### src/design/keyframe_setpoint_interpolator_assert.svh
// ----------------------------------------------------------------------------
// Keyframe setpoint interpolator assertion macros
// Clocked, reset-qualified assertion helpers used by the RTL.
// ----------------------------------------------------------------------------
`ifndef KEYFRAME_SETPOINT_INTERPOLATOR_ASSERT_SVH
`define KEYFRAME_SETPOINT_INTERPOLATOR_ASSERT_SVH

// Implication checked on every rising edge outside reset
`define KFSI_ASSERT_IMP(lbl, ante, cons, msg) \
  lbl: assert property (@(posedge clk_i) disable iff (!rst_ni) (ante) |-> (cons)) \
    else $error(msg);

// Consequence checked in the cycle after the antecedent
`define KFSI_ASSERT_NEXT(lbl, ante, cons, msg) \
  lbl: assert property (@(posedge clk_i) disable iff (!rst_ni) (ante) |=> (cons)) \
    else $error(msg);

`endif

### src/design/kfsi_ram.sv
// ----------------------------------------------------------------------------
// kfsi_ram
// Generic single-write, single-read RAM with registered read data.
// ----------------------------------------------------------------------------
`default_nettype none

module kfsi_ram #(
  parameter int Width = 32,
  parameter int Depth = 16
) (
  input  wire logic                     clk_i,
  input  wire logic                     we_i,
  input  wire logic [$clog2(Depth)-1:0] waddr_i,
  input  wire logic [Width-1:0]         wdata_i,
  input  wire logic                     re_i,
  input  wire logic [$clog2(Depth)-1:0] raddr_i,
  output      logic [Width-1:0]         rdata_o
);

  logic [Width-1:0] mem_q [Depth];

  // write port
  always_ff @(posedge clk_i) begin
    if (we_i) begin
      mem_q[waddr_i] <= wdata_i;
    end
  end

  // registered read port
  always_ff @(posedge clk_i) begin
    if (re_i) begin
      rdata_o <= mem_q[raddr_i];
    end
  end

endmodule

`default_nettype wire

### config.mk
export PLATFORM = sky130hd
export DESIGN_NAME = kfsi_ram
export DESIGN_NICKNAME = d
export VERILOG_FILES = /design/src/design/keyframe_setpoint_interpolator_assert.svh /design/src/design/kfsi_ram.sv
export SDC_FILE = /design/constraint.sdc
export NUM_CORES = 1
export LEC_CHECK = 0
export BUFFER_PORTS_ARGS = -buffer_cell sky130_fd_sc_hd__buf_2
export CORE_AREA = 4 4 202 204
export CTS_BUF_LIST = sky130_fd_sc_hd__clkbuf_2
export CTS_CLUSTER_SIZE = 14
export DETAILED_ROUTE_END_ITERATION = 10
export DIE_AREA = 0 0 206 208
export PLACE_DENSITY_LB_ADDON = 0.05
export SLEW_MARGIN = 20
export SYNTH_ARGS = -nofsm -noshare
export SYNTH_HDL_FRONTEND = slang
export SYNTH_SLANG_ARGS = --single-unit
### constraint.sdc
create_clock -name clk_i -period 3.5 [get_ports clk_i]
set_clock_uncertainty 0.1 [all_clocks]
set_input_delay 0.175 -clock clk_i [delete_from_list [all_inputs] [get_ports clk_i]]
set_output_delay 0.175 -clock clk_i [all_outputs]
set_load 0.05 [all_outputs]
==> metrics <==
Worst EP required 4120 ps; synthesis-to-finish area growth 15.8%; Yosys cell types 17; largest net degree at the start of global routing 44; Routed WL 45.8 mm; synth warn 0; DR vias/cell 5.77; Post-Place Cell Area 21,500 um2; clock slew at reported path FFs 120 ps; WL/cell 26.7 um; setup TNS 0 ps; Synth top area share 81.0%; worst hold stages 2; worst hold slack 213 ps; MaxCap Viol Count 0; DRC 0; first-pass GRT wire length 68.9 mm; Skew-Pair Late Insertion Delay 980 ps; Core Footprint 39,300 um2; outcome finished, final reports clean; DRC marker count from the first detailed-route iteration 968; met2 routed WL 22.7 mm; Reg2Reg Launch Point mem_q[3][27]$_DFFE_PP_; Storage cell area around 16,000 um2; clk buf depth 3; maximum VDD drop 0.302 mV; Crit. End Element flop; Post-Route Utilization 59.5%; RSZ-0062 raised after global routing false; Final Setup Violations 0; H-Tree Level Count 4; Final WS setup between 1000 and 1500 ps; area occupied by multi-input gates around 3700 um2; vias in the first global route 11,100; Post-CTS Resized 0; Leakage 7.76 nW; routed length on met1 between 15 and 20 mm; # fillers 2,944; # nets final 1,159; Final HPWL DP 24.2 mm; chip width 206 um; Seq/Total Area, Yosys 81.0%; min Tclk post-route between 2000 and 2500 ps; R2R Setup Slk 1490 ps; Initial Util 51.4%; total grt overflow 0; Slew headroom 23.5%; highest routed layer met4; Pre-Repair DR Iteration Count 7; GRT Util Overall between 20% and 30%; Rows 73; min-delay src re_i; CTS tree yes; Sink Count 544; layout cells sized above 1 37.8%; count leader, synth edfxtp_1; Synth top cells by count edfxtp_1, mux4_2, a22oi_1, nand2_1, clkbuf_1; antenna viol nets, final 0; # Post-CTS Setup Buffers 0; Mapped Area 20,200 um2; #FFs+latches synth approximately 540; crit path kind in2reg; Port Buf Inserts 74; number of synthesized flops with an enable pin 544; Post-Syn Instances 838; worst min path class in2reg; Synth Net Count 881; initial antenna violation count 1; Post-Layout Cell Count 1,718; Startpoint Class input port; endpoints failing hold 0; Met3 Wirelength 3.34 mm; Final Max Slew Viols 0; die area 42,800 um2; Final period util 65.8%; Endpoint, Worst Hold rdata_o[19]$_DFFE_PP_; ys flop type edfxtp_1; worst-path maximum fanout 39; DIE HEIGHT 208 um; CTS Buf Count 136; Post-Place Cells 1,425; r2r worst-path depth 4; worst flop-to-flop path endpoint rdata_o[27]$_DFFE_PP_; PD cells approximately 500 nW/um2; I/O pin count 75; Clock Tree Root clkbuf_2; Async SR Flop Fraction 0%; Avg Inst Size Synth 24.1 um2; Area contributors post-synth edfxtp_1, mux4_2, a22oi_1, nand2_1, buf_4; area leader, netlist edfxtp_1; fmax 434 MHz; routability cong. 0.726; Setup WS pre-CTS roughly 1100 ps; vias roughly 9,900; WP data arrival 2920 ps; total power 12.0 mW; Slew @ Worst Pin 1150 ps; Final Cell Area roughly 23,000 um2
==> timing repair <==
action                                  in CTS  in global routing
hold endpoints to repair                   885                  0
endpoints found under the setup margin       0                  0
hold buffers                                78                  0
==> metal layers <==
metal	vias to the layer above	global-route usage, %
li1	4230	-
met1	5207	31.6
met2	414	35.0
met3	63	5.16
met4	0	6.65
met5	-	0
==> power by group <==
| part | switching [mW] | total (mW) | internal, mW |
|---|---|---|---|
| Combinational | 0.500 | 0.820 | 0.320 |
| Sequential | 0.0401 | 7.37 | 7.33 |
| Clock | 2.33 | 3.84 | 1.51 |
| Total | 2.87 | 12.0 | 9.16 |
==> placed cells by master, fill, tap and decap left out, types with 3 or more instances in the layout <==
cell	instances
nand2_1	33
dlygate4sd3_1	78
nor3_2	4
clkinv_2	3
buf_4	21
edfxtp_1	544
nor2_4	13
mux4_2	128
clkinv_1	17
clkbuf_2	192
buf_2	71
buf_12	12
a22oi_1	64
==> cells by family after synthesis <==
logic type | Yosys count | share of synthesized area, %
buffers and inverters | 43 | 1.10
multiplexers | 128 | 14.3
AO/OA/AOI/OAI | 64 | 2.38
flip-flops | 544 | 81.0
AND/OR/NAND/NOR | 59 | 1.25
==> layout make-up <==
cell class / count / area share, %
Clock buffer: 192 / 4.11
Antenna cell: 1 / 0.0107
Sequential cell: 544 / 69.9
Clock inverter: 22 / 0.482
Timing Repair Buffer: 183 / 6.62
Tap cell: 525 / 2.81
Multi-Input combinational cell: 251 / 16.0
==> worst max path at each step <==
| stage | startpoint | to | slack [ps] |
|---|---|---|---|
| final | raddr_i[0] | rdata_o[27]$_DFFE_PP_ | 1200 |
| after floorplan | waddr_i[2] | mem_q[0][0]$_DFFE_PP_ | 50 |
| after global placement | waddr_i[2] | mem_q[2][8]$_DFFE_PP_ | 1010 |
| after global routing | raddr_i[0] | rdata_o[27]$_DFFE_PP_ | 1150 |
| after CTS | raddr_i[0] | rdata_o[27]$_DFFE_PP_ | 1300 |
| after detailed placement | raddr_i[1] | rdata_o[4]$_DFFE_PP_ | 1140 |
==> registers in the layout, indices dropped and copies added (netlist names) <==
name	cells
rdata_o	32
mem_q	512
==> critical path, stage by stage <==
cell,delay (ps)
dlygate4sd3_1,540
clkbuf_8,480
buf_12,330
mux4_2,530
a22oi_1,210
nand2_1,70
dlygate4sd3_1,550
No activity file was read; power rests on OpenSTA's default activity.
