===== config.mk =====
export PLATFORM = sky130hd
export DESIGN_NAME = kfsi_lerp
export DESIGN_NICKNAME = d
export VERILOG_FILES = /design/src/design/keyframe_setpoint_interpolator_assert.svh /design/src/design/kfsi_pkg.sv /design/src/design/kfsi_lerp.sv
export SDC_FILE = /design/constraint.sdc
export NUM_CORES = 2
export LEC_CHECK = 0
export BUFFER_PORTS_ARGS = -buffer_cell sky130_fd_sc_hd__buf_2
export CAP_MARGIN = 10
export CORE_UTILIZATION = 60
export CTS_CLUSTER_DIAMETER = 150
export DETAILED_ROUTE_END_ITERATION = 8
export PLACE_DENSITY = 0.78
export SETUP_SLACK_MARGIN = 0.5
export SLEW_MARGIN = 20
export SYNTH_ARGS = -nofsm -noshare
export SYNTH_HDL_FRONTEND = slang
export SYNTH_SLANG_ARGS = --single-unit

===== constraint.sdc =====
create_clock -name clk_i -period 15.09 [get_ports clk_i]
set_clock_uncertainty 0.15 [all_clocks]
set_input_delay 1.509 -clock clk_i [delete_from_list [all_inputs] [get_ports clk_i]]
set_output_delay 1.509 -clock clk_i [all_outputs]
set_load 0.005 [all_outputs]

===== src/design/keyframe_setpoint_interpolator_assert.svh =====
// ----------------------------------------------------------------------------
// Keyframe setpoint interpolator assertion macros
// Clocked, reset-qualified assertion helpers used by the RTL.
// ----------------------------------------------------------------------------
`ifndef KEYFRAME_SETPOINT_INTERPOLATOR_ASSERT_SVH
`define KEYFRAME_SETPOINT_INTERPOLATOR_ASSERT_SVH

// Implication checked on every rising edge outside reset
`define KFSI_ASSERT_IMP(lbl, ante, cons, msg) \
  lbl: assert property (@(posedge clk_i) disable iff (!rst_ni) (ante) |-> (cons)) \
    else $error(msg);

// Consequence checked in the cycle after the antecedent
`define KFSI_ASSERT_NEXT(lbl, ante, cons, msg) \
  lbl: assert property (@(posedge clk_i) disable iff (!rst_ni) (ante) |=> (cons)) \
    else $error(msg);

`endif


===== src/design/kfsi_pkg.sv =====
// ----------------------------------------------------------------------------
// kfsi_pkg
// Shared constants, codes and types of the keyframe setpoint interpolator.
// ----------------------------------------------------------------------------
`default_nettype none

package kfsi_pkg;

  localparam int MAX_FRAMES = 16;
  localparam int IDX_W      = $clog2(MAX_FRAMES);
  localparam int CNT_W      = $clog2(MAX_FRAMES + 1);
  localparam int DATA_W     = 32;
  localparam int NUM_CH     = 4;
  localparam int CH_W       = $clog2(NUM_CH);
  // entry layout: time in the low word, then roll, pitch, yaw, altitude
  localparam int ENTRY_W    = DATA_W * (NUM_CH + 1);

  typedef enum logic [1:0] {
    OP_WRITE = 2'd0,
    OP_START = 2'd1,
    OP_QUERY = 2'd2
  } kfsi_op_e;

  // request to the interpolation unit
  typedef struct packed {
    logic              start;
    logic [DATA_W-1:0] a;
    logic [DATA_W-1:0] b;
    logic [DATA_W-1:0] ta;
    logic [DATA_W-1:0] tb;
    logic [DATA_W-1:0] t;
  } kfsi_lerp_req_t;

  // response from the interpolation unit
  typedef struct packed {
    logic              done;
    logic [DATA_W-1:0] value;
  } kfsi_lerp_rsp_t;

endpackage

`default_nettype wire


===== src/design/kfsi_lerp.sv =====
// ----------------------------------------------------------------------------
// kfsi_lerp
// Iterative interpolation unit: a + (b - a) * (t - ta) / (tb - ta), a
// multiply step then a restoring divide of one quotient bit per cycle.
// ----------------------------------------------------------------------------
`default_nettype none

module kfsi_lerp
  import kfsi_pkg::*;
(
  input  wire logic           clk_i,
  input  wire logic           rst_ni,
  input  wire kfsi_lerp_req_t req_i,
  output      kfsi_lerp_rsp_t rsp_o
);

  localparam int MagW = DATA_W + 1;          // |b - a| needs 33 bits
  localparam int ProdW = MagW + DATA_W;      // full product
  localparam int StepW = $clog2(MagW + 1);

  typedef enum logic [2:0] {
    L_IDLE,
    L_MUL,
    L_DIV,
    L_FIN,
    L_DONE
  } lerp_state_e;

  lerp_state_e        state_q;
  logic [MagW-1:0]    mag_q;
  logic               neg_q;
  logic [DATA_W-1:0]  off_q;
  logic [DATA_W-1:0]  span_q;
  logic [DATA_W-1:0]  a_q;
  logic [DATA_W-1:0]  rem_q;
  logic [MagW-1:0]    quo_q;
  logic [StepW-1:0]   step_q;
  logic [DATA_W-1:0]  val_q;

  logic [MagW-1:0]    diff;
  logic [ProdW-1:0]   prod;
  logic [MagW-1:0]    rem_sh;
  logic [MagW-1:0]    rem_sub;
  logic               ge;

  // signed difference of the channel values and its magnitude
  assign diff    = {req_i.b[DATA_W-1], req_i.b} - {req_i.a[DATA_W-1], req_i.a};
  assign prod    = ProdW'(mag_q) * ProdW'(off_q);
  // one restoring divide step
  assign rem_sh  = {rem_q, quo_q[MagW-1]};
  assign rem_sub = rem_sh - {1'b0, span_q};
  assign ge      = rem_sh >= {1'b0, span_q};

  always_ff @(posedge clk_i or negedge rst_ni) begin
    if (!rst_ni) begin
      state_q <= L_IDLE;
      step_q  <= '0;
    end else begin
      unique case (state_q)
        L_IDLE: begin
          if (req_i.start) begin
            a_q    <= req_i.a;
            neg_q  <= diff[MagW-1];
            mag_q  <= diff[MagW-1] ? (~diff + MagW'(1)) : diff;
            off_q  <= req_i.t - req_i.ta;
            span_q <= req_i.tb - req_i.ta;
            if (req_i.ta == req_i.tb) begin
              val_q   <= req_i.a;
              state_q <= L_DONE;
            end else begin
              state_q <= L_MUL;
            end
          end
        end
        L_MUL: begin
          // quotient is at most |b - a|, so the high part is below the span
          rem_q   <= prod[ProdW-1:MagW];
          quo_q   <= prod[MagW-1:0];
          step_q  <= '0;
          state_q <= L_DIV;
        end
        L_DIV: begin
          rem_q  <= ge ? rem_sub[DATA_W-1:0] : rem_sh[DATA_W-1:0];
          quo_q  <= {quo_q[MagW-2:0], ge};
          step_q <= step_q + StepW'(1);
          if (step_q == StepW'(MagW - 1)) begin
            state_q <= L_FIN;
          end
        end
        L_FIN: begin
          val_q   <= neg_q ? (a_q - quo_q[DATA_W-1:0]) : (a_q + quo_q[DATA_W-1:0]);
          state_q <= L_DONE;
        end
        L_DONE: begin
          state_q <= L_IDLE;
        end
        default: state_q <= L_IDLE;
      endcase
    end
  end

  assign rsp_o.done  = (state_q == L_DONE);
  assign rsp_o.value = val_q;

endmodule

`default_nettype wire


==> flow_summary_export.csv <==
group,metric,value,unit
timing,rsz0062_at_grt,"no",
synth,async_reset_ff_share,3.814,%
worst_setup_path,crit_fanout,25,
synth,synth_top_family_by_area,"adder cells",
outcome,status,"finished, final reports clean",
cts,clk_latency,590,ps
global_route,antenna_found_initial,2,
routing,dr.pass1.iters,6,
cts,cts_setup_buffers,0,
synth,synthMuxAreaShare,0.5010,%
synth,avgSynthCellArea,9.048,µm²
place,hpwl,107400,µm
global_route,grt_use_total,31.98,%
routing,via_per_inst,5.759,
place,place_congestion,0.9382,
timing,max_freq,114.3,MHz
run,max_cap_violations,0,
synth,synth_fa_ha_area_share,46.12,%
worst_setup_path,reg2reg_from,"mag_q[10]",
timing,fin_tns_setup,0,ps
synth,synth-seq-cells,236,
timing,period_minus_slack,8749,ps
global_route,grt_pass1_vias,41600,
timing,relSlewSlack,27.10,%
floorplan,io_pins,196,
floorplan,die_area,87760,µm²
worst_setup_path,required,15230,ps
synth,ys_dominant_reg_cell,"edfxtp_1",
worst_setup_path,reg2reg_depth,26,
worst_setup_path,r2r-end,"rem_q[28]",
worst_setup_path,critPathLaunchType,"flip-flop",
synth,synth-xor-area-share,4.468,%
synth,syn_area,51940,µm²
worst_setup_path,startpoint,"mag_q[10]",
timing,worst_slew_pin_slew,1093,ps
cts,cts_tree,"yes",
floorplan,start_util,60.82,%
worst_setup_path,crit_type,"flip-flop to flip-flop",
synth,synth-compound-area-share,9.355,%
hold_path,worstHoldStart,"step_q[0]",
cts,cts.clk_slew.worst_paths,70,ps
worst_setup_path,crit_arrival,8890,ps
floorplan,fp.dieH,296.2,µm
global_route,grt_first_pass_wirelength,221000,µm
layout,layout.nets,7293,
synth,yosys_warnings,0,
floorplan,die_w,296.2,µm
synth,syn_nets,7260,
global_route,grt_overflow_total,0,
timing,hold_viol,0,
routing,drt-total-wl,133600,µm
hold_path,hold_path_end,"step_q[0]",
cts,clockRootBuffer,"clkbuf_16",
cts,h-tree-depth,1,
layout,syn_to_final_growth,5.502,%
routing,antenna_left,0,
hold_path,hold_depth,1,
timing,finalSetupViolCount,0,
floorplan,rows,107,
place,port_buffers,195,
synth,yosysUniqueCellTypes,82,
synth,postSynthCellCount,5741,
layout,final_common_cell,"inv_1",
cts,cts_max_path_buffers,3,
layout,utilization,64.16,%
synth,synthSimpleGateAreaFrac,16.26,%
routing,post-route-drc-count,0,
hold_path,hold_class,"flip-flop to flip-flop",
timing,finalMaxSlewViolations,0,
routing,drt_iter0_drc,3351,
synth,synth_largest_area_cell,"fa_1",
cts,numCtsBuffers,26,
cts,post_cts_resized,0,
worst_setup_path,reg2reg_slack,6340,ps
worst_setup_path,critPathCaptureType,"flip-flop",
cts,cts.sinks,236,
floorplan,core_area,85410,µm²
global_route,grt_max_degree,79,
cts,holdBufCountCts,0,
routing,vias,39960,
synth,netlist.area_leader.share,35.88,%
layout,nFillCells,7084,
synth,synth_edf_count,227,
timing,final.period_utilization,57.98,%
layout,drive_above_1_share,6.041,%
synth,synth.yosys.seq_area_share,13.56,%
layout,final_cell_mix,"inv_1 (1082), fa_1 (931), nand2_1 (777)",
synth,synth_area_leaders,"fa_1 (36%), edfxtp_1 (13%), ha_1 (10%), inv_1 (7.8%), and2_1 (6.0%)",
routing,wl_per_cell,19.25,µm
## worst max-delay path, stage by stage, from the launching register on
cell      delay [ps]
edfxtp_1         560
buf_4            390
and2_1           210
fa_1             460
fa_1             450
fa_1             550
inv_1             60
fa_1             490
inv_1             60
fa_1             500
inv_1             60
fa_1             550
inv_1             50
fa_1             470
fa_1             390
ha_1             390
a21oi_1          230
and2_1           180
o21a_1           140
o211ai_1         140
o211ai_1         480
nand3_1          310
a41oi_1          310
o21ai_0          210
a311oi_1         390
xor2_1           180
mux2i_1           80
## cell type report
class                   count  area [µm²]  area share [%]
diodes                      1       2.502        0.004566
inverters                1083        4065           7.418
clock buffers              35       714.4           1.304
flip-flops and latches    236        7042           12.85
multi-input cells        4159       39860           72.73
clock inverters            13       127.6          0.2329
well taps                1144        1431           2.612
repair buffers            268        1562           2.849
## sequential cells by signal, indices dropped and copies added, names as in the netlist
name / count
span_q: 32
rem_q: 32
step_q: 6
a_q: 32
mag_q: 33
quo_q: 33
state_q: 3
neg_q: 1
val_q: 32
off_q: 32
## cell families after synthesis
kind of cell    Yosys count
simple gates           1750
compound gates          763
mux                      25
flops                   236
fa+ha+maj              1356
buf+inv                1346
xor+xnor                265
## worst max-delay path by stage
stage | to | slack [ps] | depth (start not counted)
after floorplan | rem_q[30] | 7410 | 26
after global placement | rem_q[28] | 6340 | 26
after detailed placement | rem_q[28] | 6210 | 26
after CTS | rem_q[28] | 6120 | 26
after global routing | rem_q[28] | 6010 | 26
final | rem_q[28] | 6340 | 26
## through the flow
step	std cells	area, µm²	setup slack, ps	hold WS [ps]
global placement	6885	53880	6335	353.9
finish	6939	54800	6341	394.8
CTS	6934	54740	6117	393.4
global route	6939	54800	6015	433.6
detailed placement	6886	53900	6211	388.1
floorplan	5741	51940	7407	336.7
## routing by layer
layer | vias up | GRT usage, % | routed length, µm
met5 | - | 0 | 0
met4 | 0 | 8.549 | 3601
met3 | 240 | 4.729 | 12560
met2 | 1866 | 50.51 | 60790
met1 | 19850 | 46.21 | 56630
li1 | 18010 | - | -
## cells in the mapped netlist, types with 6 or more instances
library cell / instances
fa_1: 931
o41ai_1: 6
o211ai_1: 18
and2_1: 495
o21a_1: 35
clkbuf_1: 254
nor4_1: 15
a31o_2: 7
o21ai_1: 21
a221oi_1: 7
xnor2_1: 179
o21bai_1: 31
o31ai_1: 13
mux2_2: 7
nor2_1: 206
o31a_1: 10
or3_1: 15
nand2b_1: 29
and3_1: 21
a211oi_1: 25
ha_1: 425
o21ai_0: 157
nand3_1: 47
a21oi_1: 232
nor2b_1: 30
dfrtp_1: 9
nor3_1: 47
buf_1: 6
mux2i_1: 17
a21o_1: 96
a31oi_1: 30
xor2_1: 86
nand2_1: 778
a2111oi_0: 6
a211o_1: 8
nand4_1: 29
inv_1: 1082
edfxtp_1: 227
Power is not shown: default switching activity piles up to over one toggle a cycle in this logic, so the estimate is an artifact.
